**config.mk**
```make
export PLATFORM = sky130hd
export DESIGN_NAME = multi_channel_pwm_timestamp_generator_flat
export DESIGN_NICKNAME = d
export VERILOG_FILES = /design/src/hw/rtl/pwmts_pkg.sv /design/src/hw/rtl/pwmts_if.sv /design/src/hw/rtl/pwmts_chan_store.sv /design/src/hw/rtl/pwmts_stamp_unit.sv /design/src/hw/rtl/multi_channel_pwm_timestamp_generator.sv /design/src/flat_wrapper.sv
export SDC_FILE = /design/constraint.sdc
export NUM_CORES = 2
export LEC_CHECK = 0
export ABC_AREA = 1
export BUFFER_PORTS_ARGS = -buffer_cell sky130_fd_sc_hd__buf_2
export CELL_PAD_IN_SITES_DETAIL_PLACEMENT = 1
export CELL_PAD_IN_SITES_GLOBAL_PLACEMENT = 2
export CORE_MARGIN = 2
export CORE_UTILIZATION = 44
export DETAILED_ROUTE_END_ITERATION = 7
export PLACE_DENSITY = 0.9
export RECOVER_POWER = 100
export SLEW_MARGIN = 10
export SYNTH_ARGS = -nofsm -noshare
export SYNTH_HDL_FRONTEND = slang
export SYNTH_SLANG_ARGS = --single-unit
```
**constraint.sdc**
```tcl
create_clock -name clock -period 10.3 [get_ports clock]
set_input_delay 1.545 -clock clock [delete_from_list [all_inputs] [get_ports clock]]
set_output_delay 1.545 -clock clock [all_outputs]
set_load 0.1 [all_outputs]
```
**src/hw/rtl/pwmts_pkg.sv**
```systemverilog
// Shared constants, codes and types of the timestamp-driven PWM generator.
package pwmts_pkg;

   // Number of PWM channels and the derived channel index width.
   localparam int CHANNELS = 8;
   localparam int CH_W     = (CHANNELS > 1) ? $clog2(CHANNELS) : 1;

   // Field widths of the request and response items.
   localparam int REQ_TYPE_W = 2;
   localparam int COUNT_W    = 32;
   localparam int CHAN_W     = 3;
   localparam int MASK_W     = 8;
   localparam int STAMP_W    = 64;

   // Request codes carried in the req_type field.
   typedef enum logic [REQ_TYPE_W-1:0] {
      REQ_TICK = 2'd0,
      REQ_CHAN = 2'd1,
      REQ_MASK = 2'd2
   } req_code_type;

   // Sequencer states.
   typedef enum logic [1:0] {
      ST_IDLE = 2'b01,
      ST_SCAN = 2'b10
   } state_type;

   // Stored state of one channel, as read from the channel store.
   typedef struct packed {
      logic [STAMP_W-1:0] rise;
      logic [STAMP_W-1:0] fall;
      logic [COUNT_W-1:0] period;
      logic [COUNT_W-1:0] high;
      logic               latched;
   } chan_rd_type;

   // Update of one channel produced by the shared stamp unit.
   typedef struct packed {
      logic               rise_hit;
      logic               fall_hit;
      logic               set_pin;
      logic               clr_pin;
      logic [STAMP_W-1:0] rise;
      logic [STAMP_W-1:0] fall;
      logic               latched;
   } chan_upd_type;

endpackage

```
**src/hw/rtl/pwmts_if.sv**
```systemverilog
// Valid/ready channel interfaces for request and response items.
interface pwmts_req_if;
   import pwmts_pkg::*;

   logic                  valid;
   logic                  ready;
   logic [REQ_TYPE_W-1:0] req_type;
   logic [COUNT_W-1:0]    counter_value;
   logic [CHAN_W-1:0]     channel;
   logic [COUNT_W-1:0]    period_ticks;
   logic [COUNT_W-1:0]    high_ticks;
   logic [MASK_W-1:0]     enable_bits;

   modport source (
      output valid, req_type, counter_value, channel, period_ticks, high_ticks, enable_bits,
      input  ready
   );
   modport sink (
      input  valid, req_type, counter_value, channel, period_ticks, high_ticks, enable_bits,
      output ready
   );
endinterface

interface pwmts_rsp_if;
   import pwmts_pkg::*;

   logic              valid;
   logic              ready;
   logic [MASK_W-1:0] pin_levels;
   logic [MASK_W-1:0] rise_events;
   logic [MASK_W-1:0] fall_events;

   modport source (
      output valid, pin_levels, rise_events, fall_events,
      input  ready
   );
   modport sink (
      input  valid, pin_levels, rise_events, fall_events,
      output ready
   );
endinterface

```
**src/hw/rtl/pwmts_chan_store.sv**
```systemverilog
// Per-channel stamp, enable and period/high storage with one read port, one stamp update port and one table write port.
module pwmts_chan_store (
   input  logic                       clock,
   input  logic                       reset,
   input  logic [pwmts_pkg::CH_W-1:0] rd_idx,
   output pwmts_pkg::chan_rd_type     rd,
   input  logic                       upd_en,
   input  pwmts_pkg::chan_upd_type    upd,
   input  logic                       tbl_we,
   input  logic [pwmts_pkg::CH_W-1:0] tbl_idx,
   input  logic [pwmts_pkg::COUNT_W-1:0] tbl_period,
   input  logic [pwmts_pkg::COUNT_W-1:0] tbl_high
);
   import pwmts_pkg::*;

   logic [STAMP_W-1:0] rise_ff    [CHANNELS];
   logic [STAMP_W-1:0] fall_ff    [CHANNELS];
   logic [COUNT_W-1:0] period_ff  [CHANNELS];
   logic [COUNT_W-1:0] high_ff    [CHANNELS];
   logic [CHANNELS-1:0] latched_ff;

   // The channel under scan is read directly.
   always_comb begin
      rd.rise    = rise_ff[rd_idx];
      rd.fall    = fall_ff[rd_idx];
      rd.period  = period_ff[rd_idx];
      rd.high    = high_ff[rd_idx];
      rd.latched = latched_ff[rd_idx];
   end

   // Stamp updates from the scan and table writes from requests.
   always_ff @(posedge clock) begin
      if (reset) begin
         for (int i = 0; i < CHANNELS; i++) begin
            rise_ff[i]   <= '0;
            fall_ff[i]   <= '0;
            period_ff[i] <= '0;
            high_ff[i]   <= '0;
         end
         latched_ff <= '0;
      end else begin
         if (upd_en && upd.rise_hit) begin
            rise_ff[rd_idx]    <= upd.rise;
            fall_ff[rd_idx]    <= upd.fall;
            latched_ff[rd_idx] <= upd.latched;
         end else if (upd_en && upd.fall_hit) begin
            fall_ff[rd_idx] <= upd.fall;
         end
         if (tbl_we) begin
            period_ff[tbl_idx] <= tbl_period;
            high_ff[tbl_idx]   <= tbl_high;
         end
      end
   end
endmodule

```
**src/hw/rtl/pwmts_stamp_unit.sv**
```systemverilog
// Shared compare and add unit that decides the rise or fall of one channel.
module pwmts_stamp_unit (
   input  logic [pwmts_pkg::STAMP_W-1:0] now,
   input  pwmts_pkg::chan_rd_type        rd,
   input  logic                          en_bit,
   output pwmts_pkg::chan_upd_type       upd
);
   import pwmts_pkg::*;

   logic               rise_reached;
   logic               fall_reached;
   logic [STAMP_W-1:0] now_plus_period;
   logic [STAMP_W-1:0] now_plus_high;

   // Deadlines count as reached when the time equals or passes them.
   assign rise_reached    = (now >= rd.rise);
   assign fall_reached    = (now >= rd.fall);
   assign now_plus_period = now + {{(STAMP_W-COUNT_W){1'b0}}, rd.period};
   assign now_plus_high   = now + {{(STAMP_W-COUNT_W){1'b0}}, rd.high};

   // A reached rise takes precedence; the fall is examined only otherwise.
   always_comb begin
      upd.rise_hit = rise_reached;
      upd.fall_hit = !rise_reached && fall_reached;
      upd.latched  = en_bit;
      upd.rise     = now_plus_period;
      upd.fall     = rise_reached ? now_plus_high : now_plus_period;
      upd.set_pin  = rise_reached && en_bit;
      upd.clr_pin  = !rise_reached && fall_reached && rd.latched;
   end
endmodule

```
**src/hw/rtl/multi_channel_pwm_timestamp_generator.sv**
```systemverilog
// Top level of the multi-channel PWM generator driven by counter timestamps.
//
// A tick item widens its 32-bit counter reading to a 64-bit time by counting
// wraps, then visits the channels one per cycle through a single shared
// compare/add unit, which walks the channel store; the tick's result item is
// registered once the last channel has been visited. Period/high writes,
// enable mask writes and unused request codes register their result item
// on acceptance, with no scan. A new item is accepted while the previous
// result is being taken; there is no clearing pass, as the control state and
// the channel store reset directly.
module multi_channel_pwm_timestamp_generator (
   input  logic        clock,
   input  logic        reset,
   pwmts_req_if.sink   req,
   pwmts_rsp_if.source rsp
);
   import pwmts_pkg::*;

   state_type            state_ff, state_in;
   logic [CH_W-1:0]      idx_ff, idx_in;
   logic [COUNT_W-1:0]   upper_ff, upper_in;
   logic [COUNT_W-1:0]   prev_ff, prev_in;
   logic [MASK_W-1:0]    mask_ff, mask_in;
   logic [CHANNELS-1:0]  pin_ff, pin_in;
   logic [CHANNELS-1:0]  rise_acc_ff, rise_acc_in;
   logic [CHANNELS-1:0]  fall_acc_ff, fall_acc_in;
   logic                 rsp_valid_ff, rsp_valid_in;
   logic [MASK_W-1:0]    rsp_pin_ff, rsp_pin_in;
   logic [MASK_W-1:0]    rsp_rise_ff, rsp_rise_in;
   logic [MASK_W-1:0]    rsp_fall_ff, rsp_fall_in;

   logic                    accept;
   logic                    scanning;
   logic                    last_chan;
   logic                    tbl_we;
   logic [STAMP_W-1:0]      now;
   logic [CHANNELS+MASK_W-1:0] en_wide;
   logic [CHANNELS-1:0]     en_vec;
   logic [CHANNELS+MASK_W-1:0] pin_wide;
   logic [CHANNELS+MASK_W-1:0] rise_wide;
   logic [CHANNELS+MASK_W-1:0] fall_wide;
   chan_rd_type             rd;
   chan_upd_type            upd;

   // Handshake: one item at a time, output register free or being drained.
   assign req.ready  = (state_ff == ST_IDLE) && (!rsp_valid_ff || rsp.ready);
   assign accept     = req.valid && req.ready;
   assign scanning   = (state_ff == ST_SCAN);
   assign last_chan  = (idx_ff == CH_W'(CHANNELS - 1));
   assign now        = {upper_ff, prev_ff};

   // Channels at index 8 and above can never be enabled.
   assign en_wide = {{CHANNELS{1'b0}}, mask_ff};
   assign en_vec  = en_wide[CHANNELS-1:0];

   // Period/high writes to channels beyond the channel count are dropped.
   assign tbl_we = accept && (req_code_type'(req.req_type) == REQ_CHAN) &&
                   ({{(COUNT_W-CHAN_W){1'b0}}, req.channel} < COUNT_W'(CHANNELS));

   pwmts_chan_store u_store (
      .clock      (clock),
      .reset      (reset),
      .rd_idx     (idx_ff),
      .rd         (rd),
      .upd_en     (scanning),
      .upd        (upd),
      .tbl_we     (tbl_we),
      .tbl_idx    (CH_W'(req.channel)),
      .tbl_period (req.period_ticks),
      .tbl_high   (req.high_ticks)
   );

   pwmts_stamp_unit u_unit (
      .now    (now),
      .rd     (rd),
      .en_bit (en_vec[idx_ff]),
      .upd    (upd)
   );

   // Pins and event masks as they stand after the channel under scan; accepting a tick clears the event masks.
   always_comb begin
      pin_in      = pin_ff;
      rise_acc_in = rise_acc_ff;
      fall_acc_in = fall_acc_ff;
      if (accept && (req_code_type'(req.req_type) == REQ_TICK)) begin
         rise_acc_in = '0;
         fall_acc_in = '0;
      end else if (scanning) begin
         if (upd.set_pin) pin_in[idx_ff] = 1'b1;
         if (upd.clr_pin) pin_in[idx_ff] = 1'b0;
         if (upd.rise_hit) rise_acc_in[idx_ff] = 1'b1;
         if (upd.fall_hit) fall_acc_in[idx_ff] = 1'b1;
      end
   end

   // Narrow the per-channel vectors to the 8-bit result fields.
   assign pin_wide  = {{MASK_W{1'b0}}, pin_in};
   assign rise_wide = {{MASK_W{1'b0}}, rise_acc_in};
   assign fall_wide = {{MASK_W{1'b0}}, fall_acc_in};

   // Sequencer, time widening, mask register and result register.
   always_comb begin
      state_in     = state_ff;
      idx_in       = idx_ff;
      upper_in     = upper_ff;
      prev_in      = prev_ff;
      mask_in      = mask_ff;
      rsp_valid_in = rsp_valid_ff && !rsp.ready;
      rsp_pin_in   = rsp_pin_ff;
      rsp_rise_in  = rsp_rise_ff;
      rsp_fall_in  = rsp_fall_ff;
      unique case (state_ff)
         ST_IDLE: begin
            if (accept) begin
               case (req_code_type'(req.req_type))
                  REQ_TICK: begin
                     if (prev_ff > req.counter_value) upper_in = upper_ff + 1'b1;
                     prev_in  = req.counter_value;
                     idx_in   = '0;
                     state_in = ST_SCAN;
                  end
                  REQ_MASK: begin
                     mask_in = req.enable_bits;
                  end
                  default: begin
                  end
               endcase
               if (req_code_type'(req.req_type) != REQ_TICK) begin
                  rsp_valid_in = 1'b1;
                  rsp_pin_in   = pin_wide[MASK_W-1:0];
                  rsp_rise_in  = '0;
                  rsp_fall_in  = '0;
               end
            end
         end
         ST_SCAN: begin
            idx_in = idx_ff + 1'b1;
            if (last_chan) begin
               idx_in       = '0;
               state_in     = ST_IDLE;
               rsp_valid_in = 1'b1;
               rsp_pin_in   = pin_wide[MASK_W-1:0];
               rsp_rise_in  = rise_wide[MASK_W-1:0];
               rsp_fall_in  = fall_wide[MASK_W-1:0];
            end
         end
         default: begin
            state_in = ST_IDLE;
         end
      endcase
   end

   // Control and state registers.
   always_ff @(posedge clock) begin
      if (reset) begin
         state_ff     <= ST_IDLE;
         idx_ff       <= '0;
         upper_ff     <= '0;
         prev_ff      <= '0;
         mask_ff      <= '0;
         pin_ff       <= '0;
         rise_acc_ff  <= '0;
         fall_acc_ff  <= '0;
         rsp_valid_ff <= 1'b0;
      end else begin
         state_ff     <= state_in;
         idx_ff       <= idx_in;
         upper_ff     <= upper_in;
         prev_ff      <= prev_in;
         mask_ff      <= mask_in;
         pin_ff       <= pin_in;
         rise_acc_ff  <= rise_acc_in;
         fall_acc_ff  <= fall_acc_in;
         rsp_valid_ff <= rsp_valid_in;
      end
   end

   // Result payload registers.
   always_ff @(posedge clock) begin
      rsp_pin_ff  <= rsp_pin_in;
      rsp_rise_ff <= rsp_rise_in;
      rsp_fall_ff <= rsp_fall_in;
   end

   assign rsp.valid       = rsp_valid_ff;
   assign rsp.pin_levels  = rsp_pin_ff;
   assign rsp.rise_events = rsp_rise_ff;
   assign rsp.fall_events = rsp_fall_ff;
endmodule
```
**src/flat_wrapper.sv**
```systemverilog
// flat-port wrapper written by rule: the top's interface ports become plain ports
module multi_channel_pwm_timestamp_generator_flat import pwmts_pkg::*;
  (clock, reset, req_valid, req_req_type, req_counter_value, req_channel, req_period_ticks, req_high_ticks, req_enable_bits, req_ready, rsp_valid, rsp_pin_levels, rsp_rise_events, rsp_fall_events, rsp_ready);
  pwmts_req_if req_i ();
  pwmts_rsp_if rsp_i ();
  input  logic clock;
  input  logic reset;
  input wire logic [$bits(req_i.valid)-1:0] req_valid;
  input wire logic [$bits(req_i.req_type)-1:0] req_req_type;
  input wire logic [$bits(req_i.counter_value)-1:0] req_counter_value;
  input wire logic [$bits(req_i.channel)-1:0] req_channel;
  input wire logic [$bits(req_i.period_ticks)-1:0] req_period_ticks;
  input wire logic [$bits(req_i.high_ticks)-1:0] req_high_ticks;
  input wire logic [$bits(req_i.enable_bits)-1:0] req_enable_bits;
  output wire logic [$bits(req_i.ready)-1:0] req_ready;
  output wire logic [$bits(rsp_i.valid)-1:0] rsp_valid;
  output wire logic [$bits(rsp_i.pin_levels)-1:0] rsp_pin_levels;
  output wire logic [$bits(rsp_i.rise_events)-1:0] rsp_rise_events;
  output wire logic [$bits(rsp_i.fall_events)-1:0] rsp_fall_events;
  input wire logic [$bits(rsp_i.ready)-1:0] rsp_ready;
  assign req_i.valid = req_valid;
  assign req_i.req_type = req_req_type;
  assign req_i.counter_value = req_counter_value;
  assign req_i.channel = req_channel;
  assign req_i.period_ticks = req_period_ticks;
  assign req_i.high_ticks = req_high_ticks;
  assign req_i.enable_bits = req_enable_bits;
  assign req_ready = req_i.ready;
  assign rsp_valid = rsp_i.valid;
  assign rsp_pin_levels = rsp_i.pin_levels;
  assign rsp_rise_events = rsp_i.rise_events;
  assign rsp_fall_events = rsp_i.fall_events;
  assign rsp_i.ready = rsp_ready;
  multi_channel_pwm_timestamp_generator u_core (.clock(clock), .reset(reset), .req(req_i), .rsp(rsp_i));
endmodule
```
# Word-level counts from Yosys, hierarchy flattened
# Memories as Yosys holds them, arrays and structs flattened. A register that Yosys moved wholly into a read port is not among the register bits.
# Cells that the tools add are included.
totals:
  ff_bits: 134
  ramBits: 1536
  in_bits: 113
  output_inout_bits: 26
  elab_cells: 144
  n_memories: 4
memory_table:
  columns: ["name", "depth", "word_bits", "rd", "rd_ports_with_merged_regs", "wr", "line_no", "source"]
  rows:
  - ["u_core.u_store.fall_ff", 8, 64, 1, 1, 8, "pwmts_chan_store.sv:17", "logic [STAMP_W-1:0] fall_ff [CHANNELS];"]
  - ["u_core.u_store.rise_ff", 8, 64, 1, 1, 8, "pwmts_chan_store.sv:16", "logic [STAMP_W-1:0] rise_ff [CHANNELS];"]
  - ["u_core.u_store.high_ff", 8, 32, 1, 1, 8, "pwmts_chan_store.sv:19", "logic [COUNT_W-1:0] high_ff [CHANNELS];"]
  - ["u_core.u_store.period_ff", 8, 32, 1, 1, 8, "pwmts_chan_store.sv:18", "logic [COUNT_W-1:0] period_ff [CHANNELS];"]
classes:
  n_addsub: 4
  magnitude_cmp: 5
  eq_ne: 9
  muxes: 75
  bitwise_logic: 6
  n_reduce_logical: 28
ops:
  columns: ["cell", "count"]
  rows:
  - ["2-to-1 mux 64 bit", 4]
  - ["2-to-1 mux 8 bit", 19]
  - ["adder 64 x 32 -> 64 bit", 2]
  - ["greater-or-equal comparator 64 bit", 2]
  - ["OR reduction 64 bit", 2]
  - ["2-to-1 mux 32 bit", 2]
  - ["OR reduction 32 bit", 2]
  - ["case mux 8 bit (2 select lines)", 3]
  - ["2-to-1 mux 3 bit", 15]
  - ["adder 32 x 1 -> 32 bit (second input constant)", 1]
  - ["greater-than comparator 32 bit", 1]
  - ["OR 8 bit", 3]
  - ["2-to-1 mux 1 bit", 22]
  - ["AND reduction 3 bit", 4]
  - ["logical AND 1 bit", 11]
  - ["AND 8 bit", 1]
  - ["bitwise mux 8 bit", 1]
  - ["inverter 8 bit", 1]
  - ["AND reduction 4 bit", 2]
  - ["binary-select mux 1 bit (select 3 bit)", 2]
  - ["2-to-1 mux 2 bit", 3]
  - ["case mux 3 bit (2 select lines)", 1]
  - ["equality test 2 x 1 -> 1 bit (second input constant)", 2]
  - ["equality test 2 bit (second input constant)", 2]
  - ["14 further kinds", 19]

# Depth between registers and ports, before layout
logic_depth:
  depth_word: 15
  ltp_mapped: 28
  mapped_depth_nobuf: 24

# Cells and area by module
# From an unflattened synthesis, not the netlist that was laid out.
unflattened:
  hier_cells: 11101
  hier_area_um2: 88378.5
modules_own_cells:
  columns: ["mod", "n_inst", "cells_per_inst", "area_each_um2", "seq_area_each_um2"]
  rows:
  - ["pwmts_chan_store", 1, 7898, 70395.0, 46284.4]
  - ["pwmts_stamp_unit", 1, 2399, 11733.8, 0.0]
  - ["multi_channel_pwm_timestamp_generator", 1, 804, 6249.7, 2762.6]

# Least setup slack after synthesis
# No wires, ideal clock.
synth_path:
  path_kind: "input-to-reg"
  startpoint: "in rsp_ready"
  endpoint: "mem u_core.u_store.high_ff[4][0], enable pin"
  setup_ns: 0.424
  arrival_ns: 5.372
  required_time_ns: 9.876
  path_slack_ns: 4.504
  path_stages: 10
  n_path_buf: 2
  cell_sequence: "nor2_1 nor2_1 nand2_1 inv_1 nand4_1 nor2_1 nand2_1 clkbuf_1 clkbuf_1 nand2_1"
synth_lines:
  columns: ["element", "line_no", "source"]
  rows:
  - ["start: declaration", "flat_wrapper.sv:20", "input wire logic [$bits(rsp_i.ready)-1:0] rsp_ready;"]
  - ["end: declaration", "pwmts_chan_store.sv:19", null]

==> flow_summary.json <==
{
  "dieArea_mm2": 0.194,
  "die_y_um": 440,
  "drtIter0Drc": 7161,
  "cts_tree": "built",
  "cp_common_cell": "nand2_1",
  "cts_resized": 0,
  "met2_length_um": 151000,
  "syn_inst": 9072,
  "tns_ns": 0,
  "p_seq_frac": 0.352,
  "cellPowerDensity_mw_per_mm2": 246,
  "fin_total_pwr_mw": 22.7,
  "power.net_switching_mw": 9.46,
  "grt.total_usage": 0.337,
  "multi_input_comb_area_mm2": 0.0302,
  "post_cts_buffers": 0,
  "grt_overflow": 0,
  "clock.fmax_ghz": 0.113,
  "period_share": 0.862,
  "path_class": "in2reg",
  "grt_pass1_vias": 71200,
  "ys_seq_area_frac": 0.587,
  "nNetsFinal": 9343,
  "wirelength_um": 329000,
  "final_core_util": 0.486,
  "relSlewSlack": -1.38,
  "clkSinkCount": 1673,
  "core_area_mm2": 0.190,
  "seq_area_mm2": 0.0491,
  "hp-class": "reg2reg",
  "nFillCells": 21500,
  "rows": 160,
  "synth.distinct_cells": 56,
  "clkLatencyLatePin_ns": 0.87,
  "vias_per_cell": 5.96,
  "worst_pin_slew_ns": 3.57,
  "rsz0062_at_grt": "no",
  "skew_ns": 0.0406,
  "dp_cells": 11300,
  "worstPathCellList": "buf_2, buf_4, clkinvlp_2, nand4_1, nor2_1, nand2_1, nand2_1, clkbuf_2",
  "area_growth_pct": 10.2,
  "vias": 69500,
  "violations": "max-capacitance violations, max-slew violations",
  "clockBufferDepth": 3,
  "grt_max_degree": 181,
  "drive_above_1_share": 0.0680,
  "ys_ff_latch": 1673,
  "final_common_cell": "nor2_1",
  "critPathTopFamily": "buffers and inverters",
  "htree_levels": 4,
  "setup_violations": 0,
  "ctsHoldBuffers": 0,
  "path_buf_inv": 4,
  "initial_core_util": 0.441,
  "p_clk_frac": 0.284,
  "worst_path_max_delay_cell": "clkinvlp_2",
  "cts_root_buf": "clkbuf_16",
  "cp_max_fo": 52,
  "ant_nets": 0,
  "combPwrFrac": 0.364,
  "drc": 0,
  "worst_ir_drop_vdd_mv": 0.230,
  "fin_crit_ns": 8.88,
  "start_kind": "primary input",
  "switching_share": 0.417,
  "crit_arrival_ns": 9.05,
  "wl_per_cell_um": 28.2,
  "finalWeightedCongestion": 1.05,
  "p_leak_nw": 35.8,
  "wl_met1_um": 130000,
  "yosys_warnings": 0,
  "p_int_mw": 13.2,
  "dp_hpwl_um": 211000,
  "cp.required_ns": 10.46,
  "status": "finished with violations",
  "synth_nets": 9416,
  "netlist_area_mm2": 0.0837,
  "routed.top_layer": "met4",
  "finalHoldViolCount": 0,
  "slowest_delay_ns": 2.27,
  "die_w_um": 440,
  "grt_pass1_wl_um": 478000,
  "final_cells": 11700,
  "avgSynthCellArea_um2": 9.22,
  "dr.pass1.iters": 5,
  "grt_antenna_before_repair": 6,
  "cts_buffers": 179,
  "layout_common_cells": "2,736 x nor2_1, 1,560 x edfxtp_1, 1,092 x nand2_1, 1,020 x o21ai_0, 561 x inv_1",
  "maxCapViolCount": 28,
  "clkTransAtPathRegs_ns": 0.06,
  "port_buffers": 138,
  "io_pins": 139,
  "drv_slew": 1029,
  "critical_path.endpoint_type": "flip-flop",
  "route.met3.wl_um": 27200
}
[worst paths after layout]
| path | start | cells past startpoint | end | slack [ns] |
|---|---|---|---|---|
| setup / recovery | reset | 8 | u_core.u_store.period_ff[1][12]$_SDFFCE_PN0P_ | 1.42 |
| hold / removal | u_core.fall_acc_ff[2]$_SDFF_PP0_ | 2 | u_core.fall_acc_ff[2]$_SDFF_PP0_ | 0.46 |
| setup reg to reg | flip-flop | 14 | u_core.u_store.rise_ff[6][14]$_SDFFCE_PN0P_ | 1.54 |
| hold reg to reg | u_core.fall_acc_ff[2]$_SDFF_PP0_ | 2 | u_core.fall_acc_ff[2]$_SDFF_PP0_ | 0.46 |
[kinds of logic after synthesis]
kind of cell | share of synthesized area
adder cells (fa/ha/maj) | 0.0347
AND/OR/NAND/NOR | 0.198
flip-flops | 0.587
XOR/XNOR | 0.0101
AO/OA/AOI/OAI | 0.115
buffers and inverters | 0.0545
[worst register-to-register path: stages, from the launching register on]
cell	delay [ns]
dfxtp_4	1.00
buf_4	0.97
o21ai_0	0.37
o221ai_1	0.25
o21ai_0	0.12
ha_1	0.32
nand2_1	0.09
nor4_2	0.52
nand3b_1	0.19
nor2_1	0.27
nand2_1	0.09
nand2_1	1.40
nand2_4	1.19
nand2_4	1.07
buf_4	0.53
[per-stage QoR]
stage	hold WS, ns	instance area, um2	setup WS [ns]
6_report	0.458	92200	1.42
5_1_grt	0.491	92200	1.23
4_1_cts	0.462	92400	2.89
3_5_place_dp	0.453	86700	2.94
3_3_place_gp	0.444	86700	3.13
2_1_floorplan	0.430	83700	4.50
[sequential cells by signal, summed over array words and instances (netlist names), named ones only]
signal and cells:
u_core.rsp.fall_events 8, u_core.u_store.high_ff 256, u_core.fall_acc_ff 8, u_core.u_store.period_ff 256, u_core.pin_ff 8, u_core.u_store.fall_ff 512
u_core.upper_ff 32, u_core.en_vec 8, u_core.u_store.latched_ff 8, u_core.u_store.rise_ff 512, u_core.idx_ff 3, u_core.state_ff 2
u_core.rsp.valid 1, u_core.rise_acc_ff 8, u_core.rsp.rise_events 8, u_core.rsp.pin_levels 8, u_core.prev_ff 32
[power groups by stage]
stage	sequential [mW]	combinational (mW)	clock [mW]
2_1_floorplan	8.27	4.57	0
3_3_place_gp	8.09	7.87	0
3_5_place_dp	8.10	8.10	0
4_1_cts	7.97	8.16	6.49
5_1_grt	8.01	8.83	6.72
6_report	7.98	8.27	6.44
[final cells by class]
type                            instances  share of cell area
Sequential cell                      1673               0.533
Multi-Input combinational cell       6270               0.327
Clock buffer                          237              0.0527
Tap cell                             2511              0.0341
Inverter                              603              0.0248
Timing Repair Buffer                  272              0.0188
Clock inverter                         95             0.00966
Antenna cell                            5            0.000136
[metal layers]
metal,GRT usage,vias up
li1,-,30700
met1,0.434,35200
met2,0.539,2902
met3,0.0576,680
met4,0.185,0
met5,0,-
[Yosys cell counts (all sizes together)]
cell    number  share of area
nor2      2751           0.12
edfxtp    1560           0.56
nand2     1125          0.051
o21ai     1051          0.064
inv        599          0.027
clkbuf     367          0.016
a21oi      256          0.015
ha         229          0.034
nand3      220          0.013
o22ai      196          0.015
buf        159          0.011
o221ai     127          0.013
dfxtp      113          0.027
a31oi       67         0.0050
nand4       67         0.0050
xor2        62         0.0066
nor3        42         0.0028
xnor2       28         0.0036
nor4        11         0.0011
o21bai       7        0.00063
o21a         5        0.00045
a211oi       4        0.00036
a21o         4        0.00036
clkinv       4        0.00018
and2         3        0.00022
nand3b       3        0.00027
a21boi       2        0.00018
fa           2        0.00048
nor3b        2        0.00018
o211ai       2        0.00024
a221oi       1        0.00010
a22o         1        0.00010
a22oi        1       0.000090
and3         1       0.000075
(Power assumes the default switching activity.)
